<file path="src/design/pivl_pkg.sv">
// Shared types, constants and the control store of the PI velocity loop.
package pivl_pkg;

  localparam int unsigned INTEGRATOR_WIDTH_DEF = 48;
  // Shared multiplier: 25 bit signed by 17 bit signed.
  localparam int unsigned MUL_A_W = 25;
  localparam int unsigned MUL_B_W = 17;
  localparam int unsigned PROD_W  = MUL_A_W + MUL_B_W;
  // Fraction bits of the integrator and of the P term.
  localparam int unsigned FRAC_W  = 24;
  localparam int unsigned ADDR_W  = 5;
  localparam int unsigned STEP_W  = 4;

  localparam logic [2:0] REG_PGAIN  = 3'd0;
  localparam logic [2:0] REG_IGAIN  = 3'd1;
  localparam logic [2:0] REG_WGAIN  = 3'd2;
  localparam logic [2:0] REG_VSCALE = 3'd3;
  localparam logic [2:0] REG_UPPER  = 3'd4;
  localparam logic [2:0] REG_LOWER  = 3'd5;

  localparam logic [23:0] PGAIN_RST  = 24'd175828;
  localparam logic [15:0] IGAIN_RST  = 16'd16302;
  localparam logic [15:0] WGAIN_RST  = 16'd6076;
  localparam logic [15:0] VSCALE_RST = 16'd5156;
  localparam logic [7:0]  UPPER_RST  = 8'd100;
  localparam logic [8:0]  LOWER_RST  = 9'h19C;

  // Microcode step addresses.
  localparam logic [STEP_W-1:0] STEP_VEL   = 4'd0;
  localparam logic [STEP_W-1:0] STEP_ERR   = 4'd1;
  localparam logic [STEP_W-1:0] STEP_PMUL  = 4'd2;
  localparam logic [STEP_W-1:0] STEP_IMUL  = 4'd3;
  localparam logic [STEP_W-1:0] STEP_WMUL  = 4'd4;
  localparam logic [STEP_W-1:0] STEP_ISAT  = 4'd5;
  localparam logic [STEP_W-1:0] STEP_SUM   = 4'd6;
  localparam logic [STEP_W-1:0] STEP_CMD   = 4'd7;
  localparam logic [STEP_W-1:0] STEP_LIMIT = 4'd8;

  typedef struct packed {
    logic signed [15:0] desired_velocity;
    logic signed [15:0] encoder_count;
    logic               run_enable;
    logic               clear_integrator;
  } pivl_in_t;

  typedef struct packed {
    logic signed [8:0] drive_command;
    logic [7:0]        forward_duty;
    logic [7:0]        reverse_duty;
    logic              bridge_enable;
    logic              saturated;
  } pivl_out_t;

  typedef enum logic [1:0] {
    MUL_VEL,
    MUL_P,
    MUL_I,
    MUL_W
  } mul_sel_e;

  typedef enum logic [2:0] {
    OP_NONE,
    OP_ERR,
    OP_PLOAD,
    OP_IADD,
    OP_ISAT,
    OP_SUM,
    OP_CMD,
    OP_LIMIT
  } alu_op_e;

  typedef struct packed {
    mul_sel_e          mul_sel;
    logic              mul_en;
    alu_op_e           op;
    logic              jmp_stop;
    logic [STEP_W-1:0] target;
    logic              last;
  } ctrl_t;

  // Control store. The multiplier result lands in the product register, and
  // the step after each issuing step consumes that product.
  function automatic ctrl_t ucode(input logic [STEP_W-1:0] step);
    ctrl_t c;
    c = '{mul_sel: MUL_VEL, mul_en: 1'b0, op: OP_NONE, jmp_stop: 1'b0,
          target: STEP_VEL, last: 1'b0};
    case (step)
      STEP_VEL: begin
        c.mul_en   = 1'b1;
        c.jmp_stop = 1'b1;
        c.target   = STEP_LIMIT;
      end
      STEP_ERR: begin
        c.op = OP_ERR;
      end
      STEP_PMUL: begin
        c.mul_sel = MUL_P;
        c.mul_en  = 1'b1;
      end
      STEP_IMUL: begin
        c.mul_sel = MUL_I;
        c.mul_en  = 1'b1;
        c.op      = OP_PLOAD;
      end
      STEP_WMUL: begin
        c.mul_sel = MUL_W;
        c.mul_en  = 1'b1;
        c.op      = OP_IADD;
      end
      STEP_ISAT: begin
        c.op = OP_ISAT;
      end
      STEP_SUM: begin
        c.op = OP_SUM;
      end
      STEP_CMD: begin
        c.op = OP_CMD;
      end
      STEP_LIMIT: begin
        c.op   = OP_LIMIT;
        c.last = 1'b1;
      end
      default: begin
        c.last = 1'b1;
      end
    endcase
    return c;
  endfunction

endpackage

</file>
<file path="src/design/pivl_if.sv">
// Valid/ready channel interfaces for the input and result beats.
interface pivl_in_if;
  logic               valid;
  logic               ready;
  pivl_pkg::pivl_in_t payload;

  modport source(output valid, output payload, input ready);
  modport sink(input valid, input payload, output ready);
endinterface

interface pivl_out_if;
  logic                valid;
  logic                ready;
  pivl_pkg::pivl_out_t payload;

  modport source(output valid, output payload, input ready);
  modport sink(input valid, input payload, output ready);
endinterface

</file>
<file path="src/design/pi_velocity_loop_antiwindup.sv">
// PI velocity loop with back-calculation anti-windup, microcoded datapath.
//
// One control tick is one input beat and gives one result beat. A beat with
// run on runs all nine microcode steps after acceptance, and its result
// lands in the output register at the last step. The steps are set by four
// products issued one per step to the single shared 25x17 multiplier and
// the wide integrator and command adds that follow them. With run off the
// program jumps straight to its last step. The next beat is taken as soon
// as the program has finished, while the previous result may still wait in
// the output register; the last step only stalls when that register is
// still full. Gains and limits sit on an APB-style port at byte address 4*i.
module pi_velocity_loop_antiwindup #(
  parameter int unsigned INTEGRATOR_WIDTH = pivl_pkg::INTEGRATOR_WIDTH_DEF
) (
  input  logic                        clk_i,
  input  logic                        rst_ni,
  input  logic                        psel,
  input  logic                        penable,
  input  logic                        pwrite,
  input  logic [pivl_pkg::ADDR_W-1:0] paddr,
  input  logic [31:0]                 pwdata,
  output logic [31:0]                 prdata,
  output logic                        pready,
  pivl_in_if.sink                     in_i,
  pivl_out_if.source                  out_o
);

  localparam int unsigned PW    = pivl_pkg::PROD_W;
  localparam int unsigned SUM_W =
    (INTEGRATOR_WIDTH > PW ? INTEGRATOR_WIDTH : PW) + 1;
  localparam int unsigned CMD_W = SUM_W - pivl_pkg::FRAC_W;
  localparam logic [INTEGRATOR_WIDTH-1:0] INT_MAX =
    {1'b0, {(INTEGRATOR_WIDTH-1){1'b1}}};
  localparam logic [INTEGRATOR_WIDTH-1:0] INT_MIN =
    {1'b1, {(INTEGRATOR_WIDTH-1){1'b0}}};
  localparam logic [8:0] LOWER_OUT_OF_RANGE = 9'h100;

  // Configuration registers.
  logic [23:0] pgain_q;
  logic [15:0] igain_q;
  logic [15:0] wgain_q;
  logic [15:0] vscale_q;
  logic [7:0]  upper_q;
  logic [8:0]  lower_q;

  // Sequencer.
  logic                          busy_q;
  logic [pivl_pkg::STEP_W-1:0]   step_q;
  pivl_pkg::ctrl_t               ctrl;
  logic                          stall;
  logic                          in_accept;
  logic                          cfg_write;

  // Datapath.
  logic signed [15:0]                 desired_q;
  logic signed [15:0]                 count_q;
  logic                               run_q;
  logic signed [PW-1:0]               prod_q;
  logic signed [PW-1:0]               pterm_q;
  logic signed [16:0]                 err_q;
  logic signed [SUM_W-1:0]            acc_q;
  logic signed [CMD_W-1:0]            cmd_q;
  logic signed [INTEGRATOR_WIDTH-1:0] integ_q;
  logic signed [15:0]                 excess_q;
  pivl_pkg::pivl_out_t                out_q;
  logic                               out_valid_q;

  logic signed [pivl_pkg::MUL_A_W-1:0] mul_a;
  logic signed [pivl_pkg::MUL_B_W-1:0] mul_b;
  logic signed [PW-1:0]                mul_p;

  always_ff @(posedge clk_i or negedge rst_ni) begin
    if (!rst_ni) begin
      pgain_q  <= pivl_pkg::PGAIN_RST;
      igain_q  <= pivl_pkg::IGAIN_RST;
      wgain_q  <= pivl_pkg::WGAIN_RST;
      vscale_q <= pivl_pkg::VSCALE_RST;
      upper_q  <= pivl_pkg::UPPER_RST;
      lower_q  <= pivl_pkg::LOWER_RST;
    end else if (cfg_write) begin
      case (paddr[4:2])
        pivl_pkg::REG_PGAIN:  pgain_q  <= pwdata[23:0];
        pivl_pkg::REG_IGAIN:  igain_q  <= pwdata[15:0];
        pivl_pkg::REG_WGAIN:  wgain_q  <= pwdata[15:0];
        pivl_pkg::REG_VSCALE: vscale_q <= pwdata[15:0];
        pivl_pkg::REG_UPPER:  upper_q  <= pwdata[7:0];
        pivl_pkg::REG_LOWER:  lower_q  <= pwdata[8:0];
        default: ;
      endcase
    end
  end

  assign pready    = 1'b1;
  assign cfg_write = psel && penable && pwrite && pready;

  always_comb begin
    case (paddr[4:2])
      pivl_pkg::REG_PGAIN:  prdata = {8'b0, pgain_q};
      pivl_pkg::REG_IGAIN:  prdata = {16'b0, igain_q};
      pivl_pkg::REG_WGAIN:  prdata = {16'b0, wgain_q};
      pivl_pkg::REG_VSCALE: prdata = {16'b0, vscale_q};
      pivl_pkg::REG_UPPER:  prdata = {24'b0, upper_q};
      pivl_pkg::REG_LOWER:  prdata = {23'b0, lower_q};
      default:              prdata = '0;
    endcase
  end

  assign ctrl      = pivl_pkg::ucode(step_q);
  assign stall     = ctrl.last && out_valid_q && !out_o.ready;
  assign in_accept = in_i.valid && in_i.ready;
  assign in_i.ready    = !busy_q;
  assign out_o.valid   = out_valid_q;
  assign out_o.payload = out_q;

  // Shared multiplier operand selection.
  always_comb begin
    case (ctrl.mul_sel)
      pivl_pkg::MUL_VEL: begin
        mul_a = signed'({9'b0, vscale_q});
        mul_b = 17'(count_q);
      end
      pivl_pkg::MUL_P: begin
        mul_a = signed'({1'b0, pgain_q});
        mul_b = err_q;
      end
      pivl_pkg::MUL_I: begin
        mul_a = signed'({9'b0, igain_q});
        mul_b = err_q;
      end
      pivl_pkg::MUL_W: begin
        mul_a = signed'({9'b0, wgain_q});
        mul_b = 17'(excess_q);
      end
      default: begin
        mul_a = '0;
        mul_b = '0;
      end
    endcase
  end

  assign mul_p = mul_a * mul_b;

  // Measured velocity: divide by 16 toward zero, saturate to Q8.8.
  logic signed [PW-1:0] vel_bias;
  logic signed [PW-1:0] vel_div;
  logic signed [15:0]   meas;
  logic signed [16:0]   err_d;

  assign vel_bias = prod_q + signed'({{(PW-4){1'b0}}, {4{prod_q[PW-1]}}});
  assign vel_div  = vel_bias >>> 4;

  always_comb begin
    if (&vel_div[PW-1:15] || ~|vel_div[PW-1:15]) begin
      meas = vel_div[15:0];
    end else if (vel_div[PW-1]) begin
      meas = 16'sh8000;
    end else begin
      meas = 16'sh7FFF;
    end
  end

  assign err_d = 17'(desired_q) - 17'(meas);

  // Integrator update and saturation. The windup product carries a factor
  // of 256 to line up with the integrator's fraction.
  logic signed [SUM_W-1:0]            iadd_d;
  logic signed [SUM_W-1:0]            isum;
  logic signed [INTEGRATOR_WIDTH-1:0] integ_sat;
  logic signed [SUM_W-1:0]            sum_d;
  logic signed [SUM_W-1:0]            cmd_bias;

  assign iadd_d = SUM_W'(integ_q) + SUM_W'(prod_q);
  assign isum   = acc_q + (SUM_W'(prod_q) <<< 8);

  always_comb begin
    if (&isum[SUM_W-1:INTEGRATOR_WIDTH-1] || ~|isum[SUM_W-1:INTEGRATOR_WIDTH-1]) begin
      integ_sat = isum[INTEGRATOR_WIDTH-1:0];
    end else if (isum[SUM_W-1]) begin
      integ_sat = INT_MIN;
    end else begin
      integ_sat = INT_MAX;
    end
  end

  assign sum_d    = SUM_W'(integ_q) + SUM_W'(pterm_q);
  // Biasing a negative sum by one below the scale truncates toward zero.
  assign cmd_bias = acc_q + signed'({{(SUM_W-pivl_pkg::FRAC_W){1'b0}},
                                     {pivl_pkg::FRAC_W{acc_q[SUM_W-1]}}});

  // Limits, windup excess and the bridge split.
  logic signed [8:0]       lo_eff;
  logic signed [CMD_W-1:0] hi_c;
  logic signed [CMD_W-1:0] lo_c;
  logic                    ge_hi;
  logic                    le_lo;
  logic signed [CMD_W:0]   diff;
  logic signed [15:0]      excess_d;
  logic signed [8:0]       lim_cmd;
  logic signed [8:0]       fin_cmd;
  logic signed [8:0]       neg_cmd;
  pivl_pkg::pivl_out_t     out_d;

  assign lo_eff = (lower_q == LOWER_OUT_OF_RANGE) ? -9'sd255 : lower_q;
  assign hi_c   = CMD_W'(signed'({1'b0, upper_q}));
  assign lo_c   = CMD_W'(lo_eff);
  assign ge_hi  = cmd_q >= hi_c;
  assign le_lo  = cmd_q <= lo_c;
  assign diff   = ge_hi ? ((CMD_W+1)'(hi_c) - (CMD_W+1)'(cmd_q))
                        : ((CMD_W+1)'(lo_c) - (CMD_W+1)'(cmd_q));

  always_comb begin
    if (!(ge_hi || le_lo)) begin
      excess_d = '0;
    end else if (&diff[CMD_W:15] || ~|diff[CMD_W:15]) begin
      excess_d = diff[15:0];
    end else if (diff[CMD_W]) begin
      excess_d = 16'sh8000;
    end else begin
      excess_d = 16'sh7FFF;
    end
  end

  always_comb begin
    if (ge_hi) begin
      lim_cmd = signed'({1'b0, upper_q});
    end else if (le_lo) begin
      lim_cmd = lo_eff;
    end else begin
      lim_cmd = cmd_q[8:0];
    end
  end

  assign fin_cmd = run_q ? lim_cmd : '0;
  assign neg_cmd = -fin_cmd;

  always_comb begin
    out_d.drive_command = fin_cmd;
    out_d.forward_duty  = (!fin_cmd[8] && fin_cmd != 9'sd0) ? fin_cmd[7:0] : 8'd0;
    out_d.reverse_duty  = fin_cmd[8] ? neg_cmd[7:0] : 8'd0;
    out_d.bridge_enable = fin_cmd != 9'sd0;
    out_d.saturated     = run_q && (ge_hi || le_lo);
  end

  // Sequencer and loop state.
  always_ff @(posedge clk_i or negedge rst_ni) begin
    if (!rst_ni) begin
      busy_q      <= 1'b0;
      step_q      <= pivl_pkg::STEP_VEL;
      out_valid_q <= 1'b0;
      integ_q     <= '0;
      excess_q    <= '0;
    end else begin
      if (out_valid_q && out_o.ready) begin
        out_valid_q <= 1'b0;
      end
      if (in_accept) begin
        busy_q <= 1'b1;
        step_q <= pivl_pkg::STEP_VEL;
        if (in_i.payload.clear_integrator) begin
          integ_q  <= '0;
          excess_q <= '0;
        end
      end else if (busy_q && !stall) begin
        if (ctrl.last) begin
          busy_q <= 1'b0;
        end else if (ctrl.jmp_stop && !run_q) begin
          step_q <= ctrl.target;
        end else begin
          step_q <= step_q + 1'b1;
        end
        if (ctrl.op == pivl_pkg::OP_ISAT) begin
          integ_q <= integ_sat;
        end
        if (ctrl.op == pivl_pkg::OP_LIMIT) begin
          out_valid_q <= 1'b1;
          if (run_q) begin
            excess_q <= excess_d;
          end
        end
      end
    end
  end

  always_ff @(posedge clk_i) begin
    if (in_accept) begin
      desired_q <= in_i.payload.desired_velocity;
      count_q   <= in_i.payload.encoder_count;
      run_q     <= in_i.payload.run_enable;
    end else if (busy_q && !stall) begin
      if (ctrl.mul_en) begin
        prod_q <= mul_p;
      end
      case (ctrl.op)
        pivl_pkg::OP_ERR:   err_q   <= err_d;
        pivl_pkg::OP_PLOAD: pterm_q <= prod_q;
        pivl_pkg::OP_IADD:  acc_q   <= iadd_d;
        pivl_pkg::OP_SUM:   acc_q   <= sum_d;
        pivl_pkg::OP_CMD:   cmd_q   <= cmd_bias[SUM_W-1:pivl_pkg::FRAC_W];
        pivl_pkg::OP_LIMIT: out_q   <= out_d;
        default: ;
      endcase
    end
  end

  // A new beat always starts the program at its first step.
  assert property (@(posedge clk_i) disable iff (!rst_ni)
    in_accept |=> busy_q && step_q == pivl_pkg::STEP_VEL)
    else $error("program did not start on an accepted beat");

  // A full result register holds the last step in place.
  assert property (@(posedge clk_i) disable iff (!rst_ni)
    busy_q && ctrl.last && out_valid_q && !out_o.ready |=> busy_q && $stable(step_q))
    else $error("last step advanced over an unread result");

  // A result appears only from the last step of the program.
  assert property (@(posedge clk_i) disable iff (!rst_ni)
    $rose(out_valid_q) |-> $past(busy_q) && $past(step_q) == pivl_pkg::STEP_LIMIT)
    else $error("result raised outside the last step");

  // With run off the program leaves the integrator untouched.
  assert property (@(posedge clk_i) disable iff (!rst_ni)
    busy_q && !run_q |=> $stable(integ_q))
    else $error("integrator moved while run was off");

endmodule

</file>
<file path="src/flat_wrapper.sv">
// flat-port wrapper written by rule: the top's interface ports become plain ports
module pi_velocity_loop_antiwindup_flat 
#(
  parameter int unsigned INTEGRATOR_WIDTH = pivl_pkg::INTEGRATOR_WIDTH_DEF
)
  (clk_i, rst_ni, psel, penable, pwrite, paddr, pwdata, prdata, pready, in_i_valid, in_i_payload, in_i_ready, out_o_valid, out_o_payload, out_o_ready);
  pivl_in_if in_i_i ();
  pivl_out_if out_o_i ();
  input  logic clk_i;
  input  logic rst_ni;
  input  logic psel;
  input  logic penable;
  input  logic pwrite;
  input  logic [pivl_pkg::ADDR_W-1:0] paddr;
  input  logic [31:0] pwdata;
  output logic [31:0] prdata;
  output logic pready;
  input wire logic [$bits(in_i_i.valid)-1:0] in_i_valid;
  input wire logic [$bits(in_i_i.payload)-1:0] in_i_payload;
  output wire logic [$bits(in_i_i.ready)-1:0] in_i_ready;
  output wire logic [$bits(out_o_i.valid)-1:0] out_o_valid;
  output wire logic [$bits(out_o_i.payload)-1:0] out_o_payload;
  input wire logic [$bits(out_o_i.ready)-1:0] out_o_ready;
  assign in_i_i.valid = in_i_valid;
  assign in_i_i.payload = in_i_payload;
  assign in_i_ready = in_i_i.ready;
  assign out_o_valid = out_o_i.valid;
  assign out_o_payload = out_o_i.payload;
  assign out_o_i.ready = out_o_ready;
  pi_velocity_loop_antiwindup #(.INTEGRATOR_WIDTH(INTEGRATOR_WIDTH)) u_core (.clk_i(clk_i), .rst_ni(rst_ni), .psel(psel), .penable(penable), .pwrite(pwrite), .paddr(paddr), .pwdata(pwdata), .prdata(prdata), .pready(pready), .in_i(in_i_i), .out_o(out_o_i));
endmodule
</file>
<file path="config.mk">
export PLATFORM = sky130hd
export DESIGN_NAME = pi_velocity_loop_antiwindup_flat
export DESIGN_NICKNAME = d
export VERILOG_FILES = /design/src/design/pivl_pkg.sv /design/src/design/pivl_if.sv /design/src/design/pi_velocity_loop_antiwindup.sv /design/src/flat_wrapper.sv
export SDC_FILE = /design/constraint.sdc
export NUM_CORES = 2
export LEC_CHECK = 0
export ABC_AREA = 1
export BUFFER_PORTS_ARGS = -buffer_cell sky130_fd_sc_hd__buf_2
export CAP_MARGIN = 20
export CORE_ASPECT_RATIO = 0.7
export CORE_MARGIN = 4
export CORE_UTILIZATION = 25
export CTS_CLUSTER_SIZE = 16
export DETAILED_ROUTE_END_ITERATION = 6
export HOLD_SLACK_MARGIN = 0.15
export SYNTH_ARGS = -nofsm -noshare
export SYNTH_HDL_FRONTEND = slang
export SYNTH_SLANG_ARGS = --single-unit
</file>
<file path="constraint.sdc">
create_clock -name clk_i -period 7.6 [get_ports clk_i]
set_input_delay 2.28 -clock clk_i [delete_from_list [all_inputs] [get_ports clk_i]]
set_output_delay 2.28 -clock clk_i [all_outputs]
set_load 0.02 [all_outputs]
</file>
==> qor.csv <==
metric,value,unit
Most Frequent Cell on Critical Path,fa_1,
DR vias,37787,
Nets,6441,
hold crit path type,flop to flop,
Routed WL,150,mm
CP startpoint kind,flop,
CP Data Required Time,7.94,ns
"FFs w/ async S/R, synth",40.4,%
clock net sink count,394,
largest net degree at the start of global routing,77,
router iterations before antenna repair,7,
Worst path depth,31,
placed cells,7842,
Die Area,0.171,sq mm
fraction of layout cells with a size suffix above 1,15.0,%
Filler cells,17384,
antenna violations before repair,6,
crit path buf inv count,11,
CP max FO,9,
# rows,124,
Final Cycle Share,97.7,%
die width,493,um
drt initial violations,3674,
Reg2Reg Depth,31,
GRT Total Usage,17.0,%
most numerous cell in the Yosys netlist,nand2_1,
Final Max Tran Viols,0,
Core Area,0.163,sq mm
Hold Path Cell Cnt,2,
routability cong.,0.975,
Root Driver,clkbuf_16,
fin crit period,7.42,ns
top-area cell type share of the netlist area,17.2,%
Slew HR,27.1,%
failing checks,design-rule violations,
Synth top cells by count,"1286 x nand2_1, 888 x inv_1, 608 x nor2_1",
Clock Path Buffers,3,
Setup CP Type,flop to flop,
worst skew pair latency,0.62,ns
Antenna Cells,0,
wire length of the first global-routing pass,224,mm
cell taking the most area after synthesis,edfxtp_1,
# Max-Cap Violations,0,
hold_buf cts,0,
total negative slack,0,ns
clk slew on worst S/H paths,0.07,ns
Post-synth EDFFs,235,
TritonCTS Buffers,46,
largest delay contributor family on the critical path,adder cells,
RSZ-0062 raised after global routing,true,
total grt overflow,0,
sequential share of the synthesized area,27.0,%
"top cells by area, synth","edfxtp_1 17%, fa_1 16%, nand2_1 12%, ha_1 9.6%, inv_1 8.1%",
die height,347,um
synth warn,0,
Most used DFF post-synth,edfxtp_1,
Layout area overhead,20.8,%
Vias/cell,4.75,
cell area after synthesis,0.0411,sq mm
critical path arrival,7.77,ns
Routed Antenna Nets,0,
H-tree lvl count,2,
initial core utilization,25.2,%
DRC Markers,2,
Non-Filler Instances,7958,
average size of a mapped cell,7.74,sq um
vias in the first global route,35287,
Worst Tran Pin Value,1.09,ns
Yosys reg bits,394,
max incr delay on CP,0.53,ns
CP endpoint kind,flop,
Max Clock Freq,135,MHz
hpwl dp,124,mm
TritonCTS clock tree,yes,
post-synth cell types,69,
final setup fails,0,
io pins,140,
WL/cell,18.9,um
IO Port Bufs,120,
Final Hold Viols,0,
Cells after Synth,5306,
"Slowest-stage cell, CP",fa_1,
Fin Clk Skew,0.0470,ns
status,"finished, violations left",
## stage by stage
step           setup WS (ns)  hold slack (ns)  area (sq um)  util [%]
6_report               0.178            0.490         49600      30.4
5_1_grt              -0.0813            0.502         49600      30.4
4_1_cts             0.000727            0.492         48800      29.9
3_5_place_dp          -0.284            0.470         46800      28.7
3_3_place_gp          -0.259            0.473         46800      28.7
2_1_floorplan         0.0463            0.449         41100         -
## final cells by class
| class | count | area (sq um) | area share (%) |
|---|---|---|---|
| sequential | 394 | 11100 | 22.3 |
| tap | 2205 | 2760 | 5.56 |
| multi-input combinational | 3878 | 26700 | 53.9 |
| timing repair buffer | 476 | 3930 | 7.92 |
| inverter | 919 | 3490 | 7.04 |
| clock inverter | 25 | 354 | 0.714 |
| clock buffer | 61 | 1260 | 2.54 |
## metal layers
| metal | vias up | part of all wire (%) | routed length [um] | track usage, % |
|---|---|---|---|---|
| li1 | 17715 | - | - | - |
| met1 | 18354 | 49 | 73100 | 27.0 |
| met2 | 1588 | 39 | 58400 | 22.9 |
| met3 | 130 | 11 | 16300 | 4.34 |
| met4 | 0 | 1.6 | 2420 | 2.62 |
| met5 | - | 0 | 0 | 0 |
## placed cells by master (no fill, tap or decap), types with 30 or more instances in the layout
cell type / n
dfrtp_1: 117
clkbuf_16: 47
xnor2_1: 52
a21oi_1: 237
nand2_1: 1270
nand2_2: 38
nor3_1: 58
buf_4: 298
nand3_1: 176
inv_1: 861
inv_2: 36
edfxtp_1: 235
ha_1: 294
fa_1: 326
xor2_1: 123
a31oi_1: 30
nand4_1: 51
dfstp_2: 42
nor2_1: 590
buf_12: 37
buf_2: 119
o21ai_1: 32
o21ai_0: 241
## kinds of logic (layout without fill, tap and decap cells)
| family | after synthesis | count (layout) | share of synthesized area [%] |
|---|---|---|---|
| and+or+nand+nor | 2299 | 2299 | 23.1 |
| AOI/OAI and AO/OA | 732 | 732 | 10.1 |
| DFF | 394 | 394 | 27.0 |
| muxes | 13 | 13 | 0.353 |
| other | 2 | 9 | 0.0183 |
| buffers and inverters | 1041 | 1481 | 9.83 |
| xor gates and xnor gates | 177 | 177 | 3.79 |
| adders and majority gates | 648 | 648 | 25.8 |
## worst paths after layout
path                                     from                  to  slack (ns)
setup / recovery             u_core.step_q[1]   u_core.prod_q[38]        0.18
hold reg to reg            u_core.integ_q[15]  u_core.integ_q[15]        0.49
min in group asynchronous              rst_ni       u_core.busy_q        1.67
max in group asynchronous              rst_ni  u_core.integ_q[17]        4.57
hold / removal             u_core.integ_q[15]  u_core.integ_q[15]        0.49
setup reg to reg             u_core.step_q[1]   u_core.prod_q[38]        0.18
## worst reg2reg max path, delay by kind of cell (launching register included)
family | cells | cell delay [ns]
fa+ha+maj | 9 | 3.60
simple gates | 4 | 0.40
xor+xnor | 1 | 0.15
compound gates | 6 | 1.10
flops | 1 | 0.41
buf+inv | 11 | 1.51
## what timing repair did
action | in CTS | in global routing
gates cloned | 2 | 0
endpoints found under the setup margin | 21 | 22
gates resized for setup | 52 | 158
pin swaps | 5 | 67
setup buffers | 4 | 21
hold endpoints to repair | 0 | 0
## sequential cells by signal, summed over array words and instances (netlist names)
name and cells:
u_core.acc_q 49, u_core.integ_q 48, u_core.prod_q 42, u_core.pterm_q 42, u_core.out_o.payload 27, u_core.cmd_q 25
u_core.pgain_q 24, u_core.err_q 17, u_core.count_q 16, u_core.desired_q 16, u_core.excess_q 16, u_core.igain_q 16
u_core.vscale_q 16, u_core.wgain_q 16, u_core.lower_q 9, u_core.upper_q 8, u_core.step_q 4, u_core.busy_q 1
u_core.out_o.valid 1, u_core.run_q 1
Power is left out: the tool's default activity adds up to more than one toggle a clock period on the data nets, which glitch-free logic cannot reach.
